--- src/design/lcs_pkg.sv ---
// Shared types, constants and helper functions of the RGB LED current scaler.
package lcs_pkg;

    // Lightbar geometry
    localparam int LED_COUNT   = 4;
    localparam int LED_IW      = 2;
    localparam int STORE_DEPTH = 3 * LED_COUNT;
    localparam int STORE_IW    = $clog2(STORE_DEPTH);

    // Init table
    localparam int INIT_LEN    = 14;
    localparam int INIT_IW     = $clog2(INIT_LEN);
    localparam int INIT_WRITES = 2 * INIT_LEN;

    // Command queue
    localparam int QUEUE_DEPTH = 2;
    localparam int QUEUE_PW    = (QUEUE_DEPTH > 1) ? $clog2(QUEUE_DEPTH) : 1;
    localparam int QUEUE_CW    = $clog2(QUEUE_DEPTH + 1);

    // Driver register map
    localparam logic [7:0] BANK_EVEN    = 8'h15;
    localparam logic [7:0] BANK_ODD     = 8'h18;
    localparam logic [7:0] MODE_REG     = 8'h01;
    localparam logic [7:0] MODE_ACTIVE  = 8'h20;
    localparam logic [7:0] MODE_STANDBY = 8'h00;

    // Reset values
    localparam logic [7:0] RED_LIMIT_RST   = 8'd92;
    localparam logic [7:0] GREEN_LIMIT_RST = 8'd56;
    localparam logic [7:0] BLUE_LIMIT_RST  = 8'd103;
    localparam logic [7:0] LEVEL_RST       = 8'd255;

    localparam logic [7:0] INIT_ADDR [INIT_LEN] = '{
        8'h04, 8'h05, 8'h0f, 8'h10, 8'h11, 8'h12, 8'h13,
        8'h14, 8'h15, 8'h16, 8'h17, 8'h18, 8'h19, 8'h1a
    };
    localparam logic [7:0] INIT_DATA [INIT_LEN] = '{
        8'h00, 8'h3f, 8'h01, 8'h3f, 8'h00, 8'h00, 8'h00,
        8'h00, 8'h00, 8'h00, 8'h00, 8'h00, 8'h00, 8'h00
    };

    typedef enum logic [2:0] {
        ACT_SET_COLOR  = 3'd0,
        ACT_SET_BRIGHT = 3'd1,
        ACT_INIT       = 3'd2,
        ACT_WAKE       = 3'd3,
        ACT_SLEEP      = 3'd4,
        ACT_RAW        = 3'd5
    } t_action;

    typedef enum logic [1:0] {
        CFG_RED   = 2'd0,
        CFG_GREEN = 2'd1,
        CFG_BLUE  = 2'd2
    } t_cfg_idx;

    typedef enum logic [2:0] {
        JOB_COLOR,
        JOB_BRIGHT,
        JOB_INIT,
        JOB_WAKE,
        JOB_SLEEP,
        JOB_RAW
    } t_job_kind;

    typedef enum logic [2:0] {
        SEQ_IDLE,
        SEQ_MUL1,
        SEQ_MUL2,
        SEQ_EMIT,
        SEQ_FIXED
    } t_seq_state;

    typedef struct packed {
        t_job_kind         kind;
        logic              all_leds;
        logic [LED_IW-1:0] led;
        logic [7:0]        red;
        logic [7:0]        green;
        logic [7:0]        blue;
        logic [7:0]        level;
        logic              ctrl;
        logic [7:0]        reg_req;
        logic [7:0]        value;
    } t_job;

    typedef struct packed {
        logic full;
        logic empty;
    } t_q_stat;

    typedef struct packed {
        logic       we;
        logic [1:0] idx;
        logic [7:0] data;
    } t_cfg_wr;

    // Exact x / 255 for any x up to 255 * 255
    function automatic logic [7:0] div255(input logic [15:0] x);
        logic [16:0] t;
        t = {1'b0, x} + {9'd0, x[15:8]} + 17'd1;
        return t[15:8];
    endfunction

    // Colour channel order on the bus: blue, red, green
    function automatic logic [1:0] chan_offset(input logic [1:0] ch);
        logic [1:0] o;
        unique case (ch)
            2'd0:    o = 2'd2;
            2'd1:    o = 2'd0;
            default: o = 2'd1;
        endcase
        return o;
    endfunction

endpackage

--- src/design/lcs_cmd_if.sv ---
// Command channel: one lightbar command per word.
interface lcs_cmd_if;
    logic       valid;
    logic       ready;
    logic [2:0] action;
    logic [7:0] led;
    logic [7:0] red;
    logic [7:0] green;
    logic [7:0] blue;
    logic [7:0] level;
    logic       ctrl;
    logic [7:0] reg_req;
    logic [7:0] value;

    modport source (
        output valid, action, led, red, green, blue, level, ctrl, reg_req, value,
        input  ready
    );
    modport sink (
        input  valid, action, led, red, green, blue, level, ctrl, reg_req, value,
        output ready
    );
endinterface

--- src/design/lcs_wr_if.sv ---
// Driver write channel: one register write per word.
interface lcs_wr_if;
    logic       valid;
    logic       ready;
    logic       controller;
    logic [7:0] reg_addr;
    logic [7:0] reg_value;
    logic       last;

    modport source (
        output valid, controller, reg_addr, reg_value, last,
        input  ready
    );
    modport sink (
        input  valid, controller, reg_addr, reg_value, last,
        output ready
    );
endinterface

--- src/design/lcs_front.sv ---
// Command decoder: classifies each command word into a job for the queue.
module lcs_front
    import lcs_pkg::*;
(
    lcs_cmd_if.sink   i_cmd,
    input  t_q_stat   i_q_stat,
    output logic      o_push,
    output t_job      o_job
);

    logic known;

    always_comb begin
        known        = 1'b1;
        o_job.kind   = JOB_RAW;
        unique case (t_action'(i_cmd.action))
            ACT_SET_COLOR:  o_job.kind = JOB_COLOR;
            ACT_SET_BRIGHT: o_job.kind = JOB_BRIGHT;
            ACT_INIT:       o_job.kind = JOB_INIT;
            ACT_WAKE:       o_job.kind = JOB_WAKE;
            ACT_SLEEP:      o_job.kind = JOB_SLEEP;
            ACT_RAW:        o_job.kind = JOB_RAW;
            default:        known      = 1'b0;    // drop unused codes
        endcase
        o_job.all_leds = (i_cmd.led >= 8'(LED_COUNT));
        o_job.led      = i_cmd.led[LED_IW-1:0];
        o_job.red      = i_cmd.red;
        o_job.green    = i_cmd.green;
        o_job.blue     = i_cmd.blue;
        o_job.level    = i_cmd.level;
        o_job.ctrl     = i_cmd.ctrl;
        o_job.reg_req  = i_cmd.reg_req;
        o_job.value    = i_cmd.value;
    end

    assign i_cmd.ready = !i_q_stat.full;
    assign o_push      = i_cmd.valid && !i_q_stat.full && known;

endmodule

--- src/design/lcs_queue.sv ---
// Short job queue between the decoder and the write sequencer.
module lcs_queue
    import lcs_pkg::*;
(
    input  logic    i_clk,
    input  logic    i_rst_n,
    input  logic    i_push,
    input  t_job    i_job,
    input  logic    i_pop,
    output t_job    o_head,
    output t_q_stat o_stat
);

    t_job                r_mem [QUEUE_DEPTH];
    logic [QUEUE_PW-1:0] r_wr_ptr, n_wr_ptr;
    logic [QUEUE_PW-1:0] r_rd_ptr, n_rd_ptr;
    logic [QUEUE_CW-1:0] r_count,  n_count;
    logic                do_push, do_pop;

    assign o_stat.full  = (r_count == QUEUE_CW'(QUEUE_DEPTH));
    assign o_stat.empty = (r_count == '0);
    assign o_head       = r_mem[r_rd_ptr];
    assign do_push      = i_push && !o_stat.full;
    assign do_pop       = i_pop && !o_stat.empty;

    always_comb begin
        n_wr_ptr = r_wr_ptr;
        n_rd_ptr = r_rd_ptr;
        n_count  = r_count;
        if (do_push) begin
            n_wr_ptr = (r_wr_ptr == QUEUE_PW'(QUEUE_DEPTH - 1)) ? '0 : r_wr_ptr + 1'b1;
        end
        if (do_pop) begin
            n_rd_ptr = (r_rd_ptr == QUEUE_PW'(QUEUE_DEPTH - 1)) ? '0 : r_rd_ptr + 1'b1;
        end
        if (do_push && !do_pop) begin
            n_count = r_count + 1'b1;
        end else if (do_pop && !do_push) begin
            n_count = r_count - 1'b1;
        end
    end

    always_ff @(posedge i_clk) begin
        if (!i_rst_n) begin
            r_wr_ptr <= '0;
            r_rd_ptr <= '0;
            r_count  <= '0;
        end else begin
            r_wr_ptr <= n_wr_ptr;
            r_rd_ptr <= n_rd_ptr;
            r_count  <= n_count;
        end
    end

    always_ff @(posedge i_clk) begin
        if (do_push) begin
            r_mem[r_wr_ptr] <= i_job;
        end
    end

endmodule

--- src/design/lcs_back.sv ---
// Write sequencer: colour store, current scaling and the driver write register.
module lcs_back
    import lcs_pkg::*;
(
    input  logic    i_clk,
    input  logic    i_rst_n,
    input  t_cfg_wr i_cfg,
    input  t_job    i_job,
    input  t_q_stat i_q_stat,
    output logic    o_pop,
    lcs_wr_if.source o_wr
);

    t_seq_state          r_state, n_state;
    t_job                r_job,   n_job;
    logic [LED_IW-1:0]   r_led,   n_led;
    logic [LED_IW-1:0]   r_end,   n_end;
    logic [1:0]          r_ch,    n_ch;
    logic [INIT_IW:0]    r_idx,   n_idx;
    logic [7:0]          r_level, n_level;
    logic [15:0]         r_p1,    n_p1;
    logic [15:0]         r_p2,    n_p2;

    logic [7:0]          r_red_limit, r_green_limit, r_blue_limit;
    logic [7:0]          r_store [STORE_DEPTH];

    logic                r_out_valid, n_out_valid;
    logic                r_out_ctrl,  n_out_ctrl;
    logic [7:0]          r_out_addr,  n_out_addr;
    logic [7:0]          r_out_data,  n_out_data;
    logic                r_out_last,  n_out_last;

    logic                can_load;
    logic                store_fill;
    logic                store_clear;
    logic [STORE_IW-1:0] rd_idx;
    logic [7:0]          limit;
    logic [7:0]          bank;
    logic                led_done;

    assign can_load = !r_out_valid || o_wr.ready;
    assign rd_idx   = STORE_IW'({r_led, 1'b0}) + STORE_IW'(r_led)
                    + STORE_IW'(chan_offset(r_ch));
    assign bank     = r_led[0] ? BANK_ODD : BANK_EVEN;
    assign led_done = (r_ch == 2'd2);

    always_comb begin
        unique case (r_ch)
            2'd0:    limit = r_blue_limit;
            2'd1:    limit = r_red_limit;
            default: limit = r_green_limit;
        endcase
    end

    always_comb begin
        n_state     = r_state;
        n_job       = r_job;
        n_led       = r_led;
        n_end       = r_end;
        n_ch        = r_ch;
        n_idx       = r_idx;
        n_level     = r_level;
        n_p1        = r_p1;
        n_p2        = r_p2;
        n_out_valid = r_out_valid && !o_wr.ready;
        n_out_ctrl  = r_out_ctrl;
        n_out_addr  = r_out_addr;
        n_out_data  = r_out_data;
        n_out_last  = r_out_last;
        o_pop       = 1'b0;
        store_fill  = 1'b0;
        store_clear = 1'b0;

        unique case (r_state)
            SEQ_IDLE: begin
                if (!i_q_stat.empty) begin
                    o_pop = 1'b1;
                    n_job = i_job;
                    n_ch  = 2'd0;
                    n_idx = '0;
                    unique case (i_job.kind)
                        JOB_COLOR: begin
                            store_fill = 1'b1;
                            n_led      = i_job.all_leds ? '0 : i_job.led;
                            n_end      = i_job.all_leds ? LED_IW'(LED_COUNT - 1) : i_job.led;
                            n_state    = SEQ_MUL1;
                        end
                        JOB_BRIGHT: begin
                            n_level = i_job.level;
                            n_led   = '0;
                            n_end   = LED_IW'(LED_COUNT - 1);
                            n_state = SEQ_MUL1;
                        end
                        JOB_INIT: begin
                            store_clear = 1'b1;
                            n_state     = SEQ_FIXED;
                        end
                        default: n_state = SEQ_FIXED;
                    endcase
                end
            end
            SEQ_MUL1: begin
                n_p1    = r_store[rd_idx] * r_level;
                n_state = SEQ_MUL2;
            end
            SEQ_MUL2: begin
                n_p2    = div255(r_p1) * limit;
                n_state = SEQ_EMIT;
            end
            SEQ_EMIT: begin
                if (can_load) begin
                    n_out_valid = 1'b1;
                    n_out_ctrl  = r_led[1];
                    n_out_addr  = bank + 8'(r_ch);
                    n_out_data  = div255(r_p2);
                    n_out_last  = led_done && (r_led == r_end);
                    // advance channel, then LED
                    if (!led_done) begin
                        n_ch    = r_ch + 1'b1;
                        n_state = SEQ_MUL1;
                    end else if (r_led == r_end) begin
                        n_state = SEQ_IDLE;
                    end else begin
                        n_ch    = 2'd0;
                        n_led   = r_led + 1'b1;
                        n_state = SEQ_MUL1;
                    end
                end
            end
            SEQ_FIXED: begin
                if (can_load) begin
                    n_out_valid = 1'b1;
                    n_out_ctrl  = r_idx[0];
                    n_out_addr  = MODE_REG;
                    n_out_data  = MODE_STANDBY;
                    n_out_last  = (r_idx == (INIT_IW + 1)'(1));
                    priority case (r_job.kind)
                        JOB_INIT: begin
                            n_out_addr = INIT_ADDR[r_idx[INIT_IW:1]];
                            n_out_data = INIT_DATA[r_idx[INIT_IW:1]];
                            n_out_last = (r_idx == (INIT_IW + 1)'(INIT_WRITES - 1));
                        end
                        JOB_WAKE: begin
                            n_out_data = MODE_ACTIVE;
                        end
                        JOB_RAW: begin
                            n_out_ctrl = r_job.ctrl;
                            n_out_addr = r_job.reg_req;
                            n_out_data = r_job.value;
                            n_out_last = 1'b1;
                        end
                        default: ;
                    endcase
                    n_idx   = r_idx + 1'b1;
                    n_state = n_out_last ? SEQ_IDLE : SEQ_FIXED;
                end
            end
            default: n_state = SEQ_IDLE;
        endcase
    end

    always_ff @(posedge i_clk) begin
        if (!i_rst_n) begin
            r_state     <= SEQ_IDLE;
            r_out_valid <= 1'b0;
            r_level     <= LEVEL_RST;
        end else begin
            r_state     <= n_state;
            r_out_valid <= n_out_valid;
            r_level     <= n_level;
        end
    end

    always_ff @(posedge i_clk) begin
        r_job      <= n_job;
        r_led      <= n_led;
        r_end      <= n_end;
        r_ch       <= n_ch;
        r_idx      <= n_idx;
        r_p1       <= n_p1;
        r_p2       <= n_p2;
        r_out_ctrl <= n_out_ctrl;
        r_out_addr <= n_out_addr;
        r_out_data <= n_out_data;
        r_out_last <= n_out_last;
    end

    // Current limits
    always_ff @(posedge i_clk) begin
        if (!i_rst_n) begin
            r_red_limit   <= RED_LIMIT_RST;
            r_green_limit <= GREEN_LIMIT_RST;
            r_blue_limit  <= BLUE_LIMIT_RST;
        end else if (i_cfg.we) begin
            unique case (t_cfg_idx'(i_cfg.idx))
                CFG_RED:   r_red_limit   <= i_cfg.data;
                CFG_GREEN: r_green_limit <= i_cfg.data;
                CFG_BLUE:  r_blue_limit  <= i_cfg.data;
                default:   ;
            endcase
        end
    end

    // Colour store: red, green, blue per LED
    always_ff @(posedge i_clk) begin
        if (!i_rst_n || store_clear) begin
            for (int e = 0; e < STORE_DEPTH; e++) begin
                r_store[e] <= '0;
            end
        end else if (store_fill) begin
            for (int l = 0; l < LED_COUNT; l++) begin
                if (i_job.all_leds || (i_job.led == LED_IW'(l))) begin
                    r_store[3 * l]     <= i_job.red;
                    r_store[3 * l + 1] <= i_job.green;
                    r_store[3 * l + 2] <= i_job.blue;
                end
            end
        end
    end

    assign o_wr.valid      = r_out_valid;
    assign o_wr.controller = r_out_ctrl;
    assign o_wr.reg_addr   = r_out_addr;
    assign o_wr.reg_value  = r_out_data;
    assign o_wr.last       = r_out_last;

endmodule

--- src/design/rgb_led_current_scaler.sv ---
// Top level of the RGB LED current scaler: decoder, job queue and write sequencer.
// Path: a command word is registered in the queue, then taken by the sequencer; fixed
//   writes (init, wake, standby, raw) go to the write register from its fixed state, and
//   scaled colour writes pass first through its two multiply stages and its emit state.
// Throughput: fixed writes go out one per cycle while the driver holds ready high.
// Reset: synchronous, active low; clears the colour store and the queue, sets the
//   brightness to 255 and the red, green and blue limits to 92, 56 and 103.
module rgb_led_current_scaler
    import lcs_pkg::*;
(
    input  logic       i_clk,
    input  logic       i_rst_n,
    input  logic       i_cfg_we,
    input  logic [1:0] i_cfg_idx,
    input  logic [7:0] i_cfg_data,
    lcs_cmd_if.sink    i_cmd,
    lcs_wr_if.source   o_wr
);

    t_job    front_job;
    t_job    head_job;
    t_q_stat q_stat;
    logic    push;
    logic    pop;
    t_cfg_wr cfg;

    // Bundle the limit write port for the sequencer
    assign cfg.we   = i_cfg_we;
    assign cfg.idx  = i_cfg_idx;
    assign cfg.data = i_cfg_data;

    // Decode each command word; unused codes are taken and dropped
    lcs_front u_front (
        .i_cmd    (i_cmd),
        .i_q_stat (q_stat),
        .o_push   (push),
        .o_job    (front_job)
    );

    // Hold decoded jobs so the decoder keeps taking words while writes drain
    lcs_queue u_queue (
        .i_clk   (i_clk),
        .i_rst_n (i_rst_n),
        .i_push  (push),
        .i_job   (front_job),
        .i_pop   (pop),
        .o_head  (head_job),
        .o_stat  (q_stat)
    );

    // Run one job at a time and drive the registered write word
    lcs_back u_back (
        .i_clk    (i_clk),
        .i_rst_n  (i_rst_n),
        .i_cfg    (cfg),
        .i_job    (head_job),
        .i_q_stat (q_stat),
        .o_pop    (pop),
        .o_wr     (o_wr)
    );

endmodule
--- src/flat_wrapper.sv ---
// flat-port wrapper written by rule: the top's interface ports become plain ports
module rgb_led_current_scaler_flat import lcs_pkg::*;
  (i_clk, i_rst_n, i_cfg_we, i_cfg_idx, i_cfg_data, i_cmd_valid, i_cmd_action, i_cmd_led, i_cmd_red, i_cmd_green, i_cmd_blue, i_cmd_level, i_cmd_ctrl, i_cmd_reg_req, i_cmd_value, i_cmd_ready, o_wr_valid, o_wr_controller, o_wr_reg_addr, o_wr_reg_value, o_wr_last, o_wr_ready);
  lcs_cmd_if i_cmd_i ();
  lcs_wr_if o_wr_i ();
  input  logic i_clk;
  input  logic i_rst_n;
  input  logic i_cfg_we;
  input  logic [1:0] i_cfg_idx;
  input  logic [7:0] i_cfg_data;
  input wire logic [$bits(i_cmd_i.valid)-1:0] i_cmd_valid;
  input wire logic [$bits(i_cmd_i.action)-1:0] i_cmd_action;
  input wire logic [$bits(i_cmd_i.led)-1:0] i_cmd_led;
  input wire logic [$bits(i_cmd_i.red)-1:0] i_cmd_red;
  input wire logic [$bits(i_cmd_i.green)-1:0] i_cmd_green;
  input wire logic [$bits(i_cmd_i.blue)-1:0] i_cmd_blue;
  input wire logic [$bits(i_cmd_i.level)-1:0] i_cmd_level;
  input wire logic [$bits(i_cmd_i.ctrl)-1:0] i_cmd_ctrl;
  input wire logic [$bits(i_cmd_i.reg_req)-1:0] i_cmd_reg_req;
  input wire logic [$bits(i_cmd_i.value)-1:0] i_cmd_value;
  output wire logic [$bits(i_cmd_i.ready)-1:0] i_cmd_ready;
  output wire logic [$bits(o_wr_i.valid)-1:0] o_wr_valid;
  output wire logic [$bits(o_wr_i.controller)-1:0] o_wr_controller;
  output wire logic [$bits(o_wr_i.reg_addr)-1:0] o_wr_reg_addr;
  output wire logic [$bits(o_wr_i.reg_value)-1:0] o_wr_reg_value;
  output wire logic [$bits(o_wr_i.last)-1:0] o_wr_last;
  input wire logic [$bits(o_wr_i.ready)-1:0] o_wr_ready;
  assign i_cmd_i.valid = i_cmd_valid;
  assign i_cmd_i.action = i_cmd_action;
  assign i_cmd_i.led = i_cmd_led;
  assign i_cmd_i.red = i_cmd_red;
  assign i_cmd_i.green = i_cmd_green;
  assign i_cmd_i.blue = i_cmd_blue;
  assign i_cmd_i.level = i_cmd_level;
  assign i_cmd_i.ctrl = i_cmd_ctrl;
  assign i_cmd_i.reg_req = i_cmd_reg_req;
  assign i_cmd_i.value = i_cmd_value;
  assign i_cmd_ready = i_cmd_i.ready;
  assign o_wr_valid = o_wr_i.valid;
  assign o_wr_controller = o_wr_i.controller;
  assign o_wr_reg_addr = o_wr_i.reg_addr;
  assign o_wr_reg_value = o_wr_i.reg_value;
  assign o_wr_last = o_wr_i.last;
  assign o_wr_i.ready = o_wr_ready;
  rgb_led_current_scaler u_core (.i_clk(i_clk), .i_rst_n(i_rst_n), .i_cfg_we(i_cfg_we), .i_cfg_idx(i_cfg_idx), .i_cfg_data(i_cfg_data), .i_cmd(i_cmd_i), .o_wr(o_wr_i));
endmodule
--- config.mk ---
export PLATFORM = sky130hd
export DESIGN_NAME = rgb_led_current_scaler_flat
export DESIGN_NICKNAME = d
export VERILOG_FILES = /design/src/design/lcs_pkg.sv /design/src/design/lcs_cmd_if.sv /design/src/design/lcs_wr_if.sv /design/src/design/lcs_front.sv /design/src/design/lcs_queue.sv /design/src/design/lcs_back.sv /design/src/design/rgb_led_current_scaler.sv /design/src/flat_wrapper.sv
export SDC_FILE = /design/constraint.sdc
export NUM_CORES = 1
export LEC_CHECK = 0
export BUFFER_PORTS_ARGS = -buffer_cell sky130_fd_sc_hd__buf_2
export CORE_ASPECT_RATIO = 0.75
export CORE_MARGIN = 5
export CORE_UTILIZATION = 35
export DETAILED_ROUTE_END_ITERATION = 8
export SETUP_SLACK_MARGIN = 0.5
export SKIP_CTS_REPAIR_TIMING = 1
export SYNTH_ARGS = -nofsm -noshare
export SYNTH_HDL_FRONTEND = slang
export SYNTH_HIERARCHICAL = 1
export SYNTH_SLANG_ARGS = --single-unit
export TNS_END_PERCENT = 10
--- constraint.sdc ---
create_clock -name i_clk -period 8.8 [get_ports i_clk]
set_input_delay 0.88 -clock i_clk [delete_from_list [all_inputs] [get_ports i_clk]]
set_output_delay 0.88 -clock i_clk [all_outputs]
set_load 0.02 [all_outputs]
**Word level (Yosys, flattened, before mapping)**

Memory sizes are Yosys's and may differ from the RTL's. A register that Yosys moved wholly into a read port is not among the register bits.
Cells that the tools add are included.
W data, S select, Z words.

- Add/sub/neg operators: 14
- Multipliers: 2
- Divide/modulo/power cells: 0
- Magnitude comparators: 2
- Equality and inequality tests: 32
- Shift operators: 0
- Mux-type cells: 100
- Bitwise operators: 14
- Reduce and logical (&&, ||, !) cells: 47

Operators with widths:

| kind | count |
|---|---|
| $mux W8 | 20 |
| $pmux W8 S2 | 4 |
| $mux W1 | 44 |
| $add A16 B1 Y16 const B | 2 |
| $add A16 B8 Y16 | 2 |
| $mul A8 B8 Y16 | 2 |
| $pmux W3 S5 | 2 |
| $mux W2 | 12 |
| $pmux W8 S3 | 1 |
| $eq A3 B2 Y1 const B | 7 |
| $pmux W2 S2 | 5 |
| $mux W3 | 5 |
| $reduce_and A3 Y1 | 5 |
| $eq A3 B3 Y1 const B | 4 |
| $or A1 B1 Y1 | 12 |
| $eq A2 B2 Y1 const B | 5 |
| $mux W5 | 2 |
| $ne A2 B2 Y1 const B | 5 |
| $pmux W5 S2 | 1 |
| $reduce_bool A2 Y1 | 5 |
| $eq A3 B1 Y1 const B | 3 |
| $logic_not A3 Y1 | 3 |
| $ge A8 B3 Y1 const B | 1 |
| $logic_and A1 B1 Y1 | 8 |
| other kinds (26) | 51 |

- Register bits: 121
- Bits in latches: 0
- Bits in writable memories: 206
- ROM bits: 256
- Input bits: 75
- Output and inout bits: 20
- Logic and storage cells: 238
- Memories kept: 4

Memory list:

| memory | depth | bits a word | rd ports | clocked after Yosys merged registers in | write ports | line | text |
|---|---|---|---|---|---|---|---|
| (no name shown) | 16 | 8 | 1 | 0 | 0 | lcs_back.sv:140 | `n_out_data = INIT_DATA[r_idx[INIT_IW:1]];` |
| (no name shown) | 16 | 8 | 1 | 0 | 0 | lcs_back.sv:139 | `n_out_addr = INIT_ADDR[r_idx[INIT_IW:1]];` |
| u_core.u_queue.r_mem | 2 | 55 | 1 | 1 | 1 | lcs_queue.sv:14 | `t_job r_mem [QUEUE_DEPTH];` |
| u_core.u_back.r_store | 12 | 8 | 1 | 0 | 12 | lcs_back.sv:25 | `logic [7:0] r_store [STORE_DEPTH];` |

**Logic depth before layout (Yosys ltp)**

- Depth after elaboration: 9
- Depth in mapped cells: 29
- Depth with buffers taken out: 27

**Modules after synthesis**

The synthesis kept the hierarchy.

By module, submodules not included:

| module | times used | cells an instance | area an instance (um2) | seq. area each (um2) |
|---|---|---|---|---|
| lcs_back | 1 | 1246 | 13835.8 | 6035.8 |
| lcs_queue | 1 | 196 | 4217.8 | 3403.3 |
| lcs_front | 1 | 60 | 426.7 | 0.0 |

**Worst setup path before layout**

Ideal clock, no wire load.

- Kind: register -> register
- Start point: register u_core.u_back.r_ch[0]
- End point: register u_core.u_back.r_p1[15], data pin
- Library setup time: 0.255 ns
- Arrival time: 6.821 ns
- Required time: 8.545 ns
- Slack: 1.724 ns
- Stages on the path, launching flop included: 29
- Buffers on the path: 3
- Clock period less this slack: 7.076 ns
- Path through: edfxtp_1 -> inv_1 -> ha_1 -> clkbuf_1 -> nor2_1 -> ha_1 -> ha_1 -> fa_1 -> clkbuf_2 -> buf_2 -> mux4_2 -> mux2i_1 -> nor2_1 -> a21oi_2 -> nand2b_1 -> fa_1 -> fa_1 -> inv_1 -> fa_1 -> inv_1 -> fa_1 -> inv_1 -> ha_1 -> o21a_1 -> o31a_1 -> nor4_2 -> o31ai_1 -> or4_1 -> and3_1

- Longest elaborated chain between the ends: 5
- Elaborated cells on any way between the ends: 6
- Classes of those cells: add/sub (1); mul (1); eq/ne (1); mux (1); reduce/logical (1); memory (1)

RTL lines:

| element | line | text |
|---|---|---|
| start: declaration | lcs_back.sv:18 | `logic [1:0] r_ch, n_ch;` |
| start signal: assignment | lcs_back.sv:178 | `r_ch <= n_ch;` |
| $eq A2 B1 Y1 / $logic_not A2 Y1 (equally long branches) | lcs_pkg.sv:108 | `unique case (ch)` |
| $pmux W2 S2 * | lcs_pkg.sv:108 |  |
| $add A4 B2 Y4 * | lcs_back.sv:43 | `+ STORE_IW'(chan_offset(r_ch));` |
| $mem_v2 Z12 W8 * | n/a |  |
| $mul A8 B8 Y16 * | lcs_back.sv:103 | `n_p1 = r_store[rd_idx] * r_level;` |
| end signal: assignment | lcs_back.sv:180 | `r_p1 <= n_p1;` |
| end: declaration | lcs_back.sv:21 | `logic [15:0] r_p1, n_p1;` |

Every way passes the cells marked *; elsewhere a longest branch is shown, timed or not.
A chain may end at the register's enable or synchronous reset.

**Worst setup path after layout**

- Start point: register u_core.u_back.r_ch[1]
- End point: register u_core.u_back.r_p1[15], data pin

Same word-level chain as after synthesis.

==> flow_summary.toml <==
[outcome]
status = "complete, no violations"

[critical_path]
arrival_ns = 8.07
ff2ff_path_depth = 26
critPathLaunchType = "register"
endpoint_kind = "register"
critical_path_class = "register to register"
cp.required_ns = 9.08
crit_fanout = 9

[global_routing]
grt_pass1_wl_um = 62000
grt_antenna_before_repair = 8
grt_max_degree = 40
track_usage_pct = 13.5
grt_pass1_vias = 11200
grt_overflow_total = 0

[clock_tree]
clk_latency_ns = 0.57
cts_tree = "yes"
cts.sinks = 328
cts.clk_slew.worst_paths_ns = 0.05
cts_buffers = 36
cts.path.max_buffers = 3
ctsRootBufferMaster = "clkbuf_16"
cts_max_level = 2

[hold_path]
whs_path_depth = 2
hold_class = "register to register"

[placed_design]
portBuffers = 94
gp_congestion = 0.832
dp_hpwl_um = 27600
placed_area_sq_mm = 0.0193
pre_cts_slack_ns = 1.02

[sta]
slew_viol_final = 0
fin_tns_setup_ns = 0
rsz0062_at_grt = "false"
period_minus_slack_ns = 7.79
final.setup_skew_ns = 0.0487
report.final.hold_viol_count = 0
tightest_slew_ns = 1.14
fmax_mhz = 128
setup_ws_ns = 1.01
timing.hold.ws_ns = 0.453
slew_headroom_pct = 24.1
setup_viol = 0
post-route-period-util_pct = 88.5

[logic_synthesis]
synth_area_per_cell_sq_um = 12.3
synthCells = 1502
synth.area.top_cells = "edfxtp_1 (47%), fa_1 (8.0%), ha_1 (6.8%)"
seq_area_frac_synth_pct = 51.1
ys_async_sr_fraction_pct = 0
ys.warnings.count = 6
ys_ff_latch = 328
synth_top_area_share_pct = 46.6
synth_edf_count = 287
synth_area_sq_mm = 0.0185
yosysUniqueCellTypes = 68
yosysTopAreaCell = "edfxtp_1"
synthFlopType = "edfxtp_1"
syn_nets = 1751

[die]
fp.dieArea_sq_mm = 0.0575
fp.coreArea_sq_mm = 0.0526
die_x_um = 275
ios = 95
die_y_um = 209
rows = 73
start_util_pct = 35.1

[routing]
antenna_left = 0
drtPass1Iterations = 5
drt-vias-per-instance = 4.80
via_count = 11000
drc = 0
dr.first_iter.drc_count = 691
drt-wirelength-per-cell_um = 16.8
wl_um = 38500

[cells_and_area]
final_layout_size_suffix_gt1_share_pct = 18.0
num_antenna_cells = 0
final_cell_area_sq_mm = 0.0205
nets = 1802
area_delta_synth_final_pct = 11.2

[run]
maxCapViolations = 0
-- worst paths after layout --
check                                                   start  slack, ns                             to
worst max-delay path                    u_core/u_back/r_ch[1]       1.01         u_core/u_back/r_p1[15]
worst min-delay path            u_core/u_back/r_blue_limit[7]       0.45  u_core/u_back/r_blue_limit[7]
worst max register to register          u_core/u_back/r_ch[1]       1.01         u_core/u_back/r_p1[15]
worst min register to register  u_core/u_back/r_blue_limit[7]       0.45  u_core/u_back/r_blue_limit[7]
-- metal layers --
metal,up-vias,GRT usage [%],share of wire (%)
met4,0,2.98,1.7
met5,-,0,0
met3,52,2.28,4.4
met1,5433,19.1,47
met2,214,21.8,46
li1,5296,-,-
-- metrics by stage --
| step | instances | utilization (%) |
|---|---|---|
| 2_1_floorplan | 1502 | - |
| 3_3_place_gp | 2227 | 36.8 |
| 3_5_place_dp | 2227 | 36.8 |
| 4_1_cts | 2293 | 39.0 |
| 5_1_grt | 2293 | 39.1 |
| 6_report | 2293 | 39.1 |
-- critical path: stages, from the launching register on --
cell and delay, ns:
edfxtp_1 0.44, inv_1 0.14, ha_1 0.36, nor2_1 0.25, ha_1 0.24, ha_1 0.22
fa_1 0.78, buf_4 0.29, mux4_2 0.31, mux2i_1 0.15, nor2_1 0.07, a21oi_2 0.36
nand2b_1 0.19, fa_1 0.45, fa_1 0.55, inv_1 0.06, fa_1 0.53, inv_1 0.05
fa_1 0.52, inv_1 0.04, ha_1 0.34, o21a_1 0.13, o31a_1 0.14, nor4_2 0.18
o31ai_1 0.17, or4_1 0.40, and3_1 0.17
-- kinds of logic (layout without fill, tap and decap cells) --
kind of cell    after synthesis  count (layout)  share of synthesized area [%]
flops                       328             328                           51.1
compound gates              149             149                           5.33
xor+xnor                     41              41                           1.94
mux                         105             105                           7.68
fa+ha+maj                   174             174                           14.8
buf+inv                     236             315                           6.28
simple gates                469             469                           12.9
-- cell type report --
class | count | area [sq um]
fill | 5061 | 32100
sequential | 328 | 9440
multi-input combinational | 938 | 7930
clock buffer | 46 | 958
tap | 712 | 891
timing repair buffer | 105 | 553
inverter | 144 | 541
clock inverter | 20 | 238
-- placed cells by master, fill, tap and decap left out, types with 16 or more instances in the layout --
cell type	instances
a21oi_1	44
and2_1	60
and3_1	16
buf_2	94
clkbuf_16	36
dfxtp_1	40
edfxtp_1	287
fa_1	74
ha_1	100
inv_1	142
mux2_2	55
mux2i_1	26
mux4_2	24
nand2_1	93
nand2b_1	21
nand3_1	28
nor2_1	145
nor2b_1	47
o21ai_0	26
xnor2_1	18
xor2_1	23
-- synthesized netlist by cell type (41+ instances only) --
master and instances:
edfxtp_1 287, nor2_1 145, inv_1 142, ha_1 100, nand2_1 93, fa_1 74, and2_1 60, mux2_2 55
buf_4 52, nor2b_1 47, a21oi_1 45, dfxtp_1 41
-- state kept, by name (all words and copies together) (netlist names), 3 cells and up, named ones only --
register                      flops
u_core/u_back/o_wr.reg_addr       8
u_core/u_back/o_wr.reg_value      8
u_core/u_back/r_blue_limit        8
u_core/u_back/r_green_limit       8
u_core/u_back/r_idx               5
u_core/u_back/r_job              20
u_core/u_back/r_level             8
u_core/u_back/r_p1               16
u_core/u_back/r_p2               16
u_core/u_back/r_red_limit         8
u_core/u_back/r_state             3
u_core/u_back/r_store            96
u_core/u_queue/r_mem            110
Power is left out: the tool's default activity adds up to more than one toggle a clock period on the data nets, which glitch-free logic cannot reach.
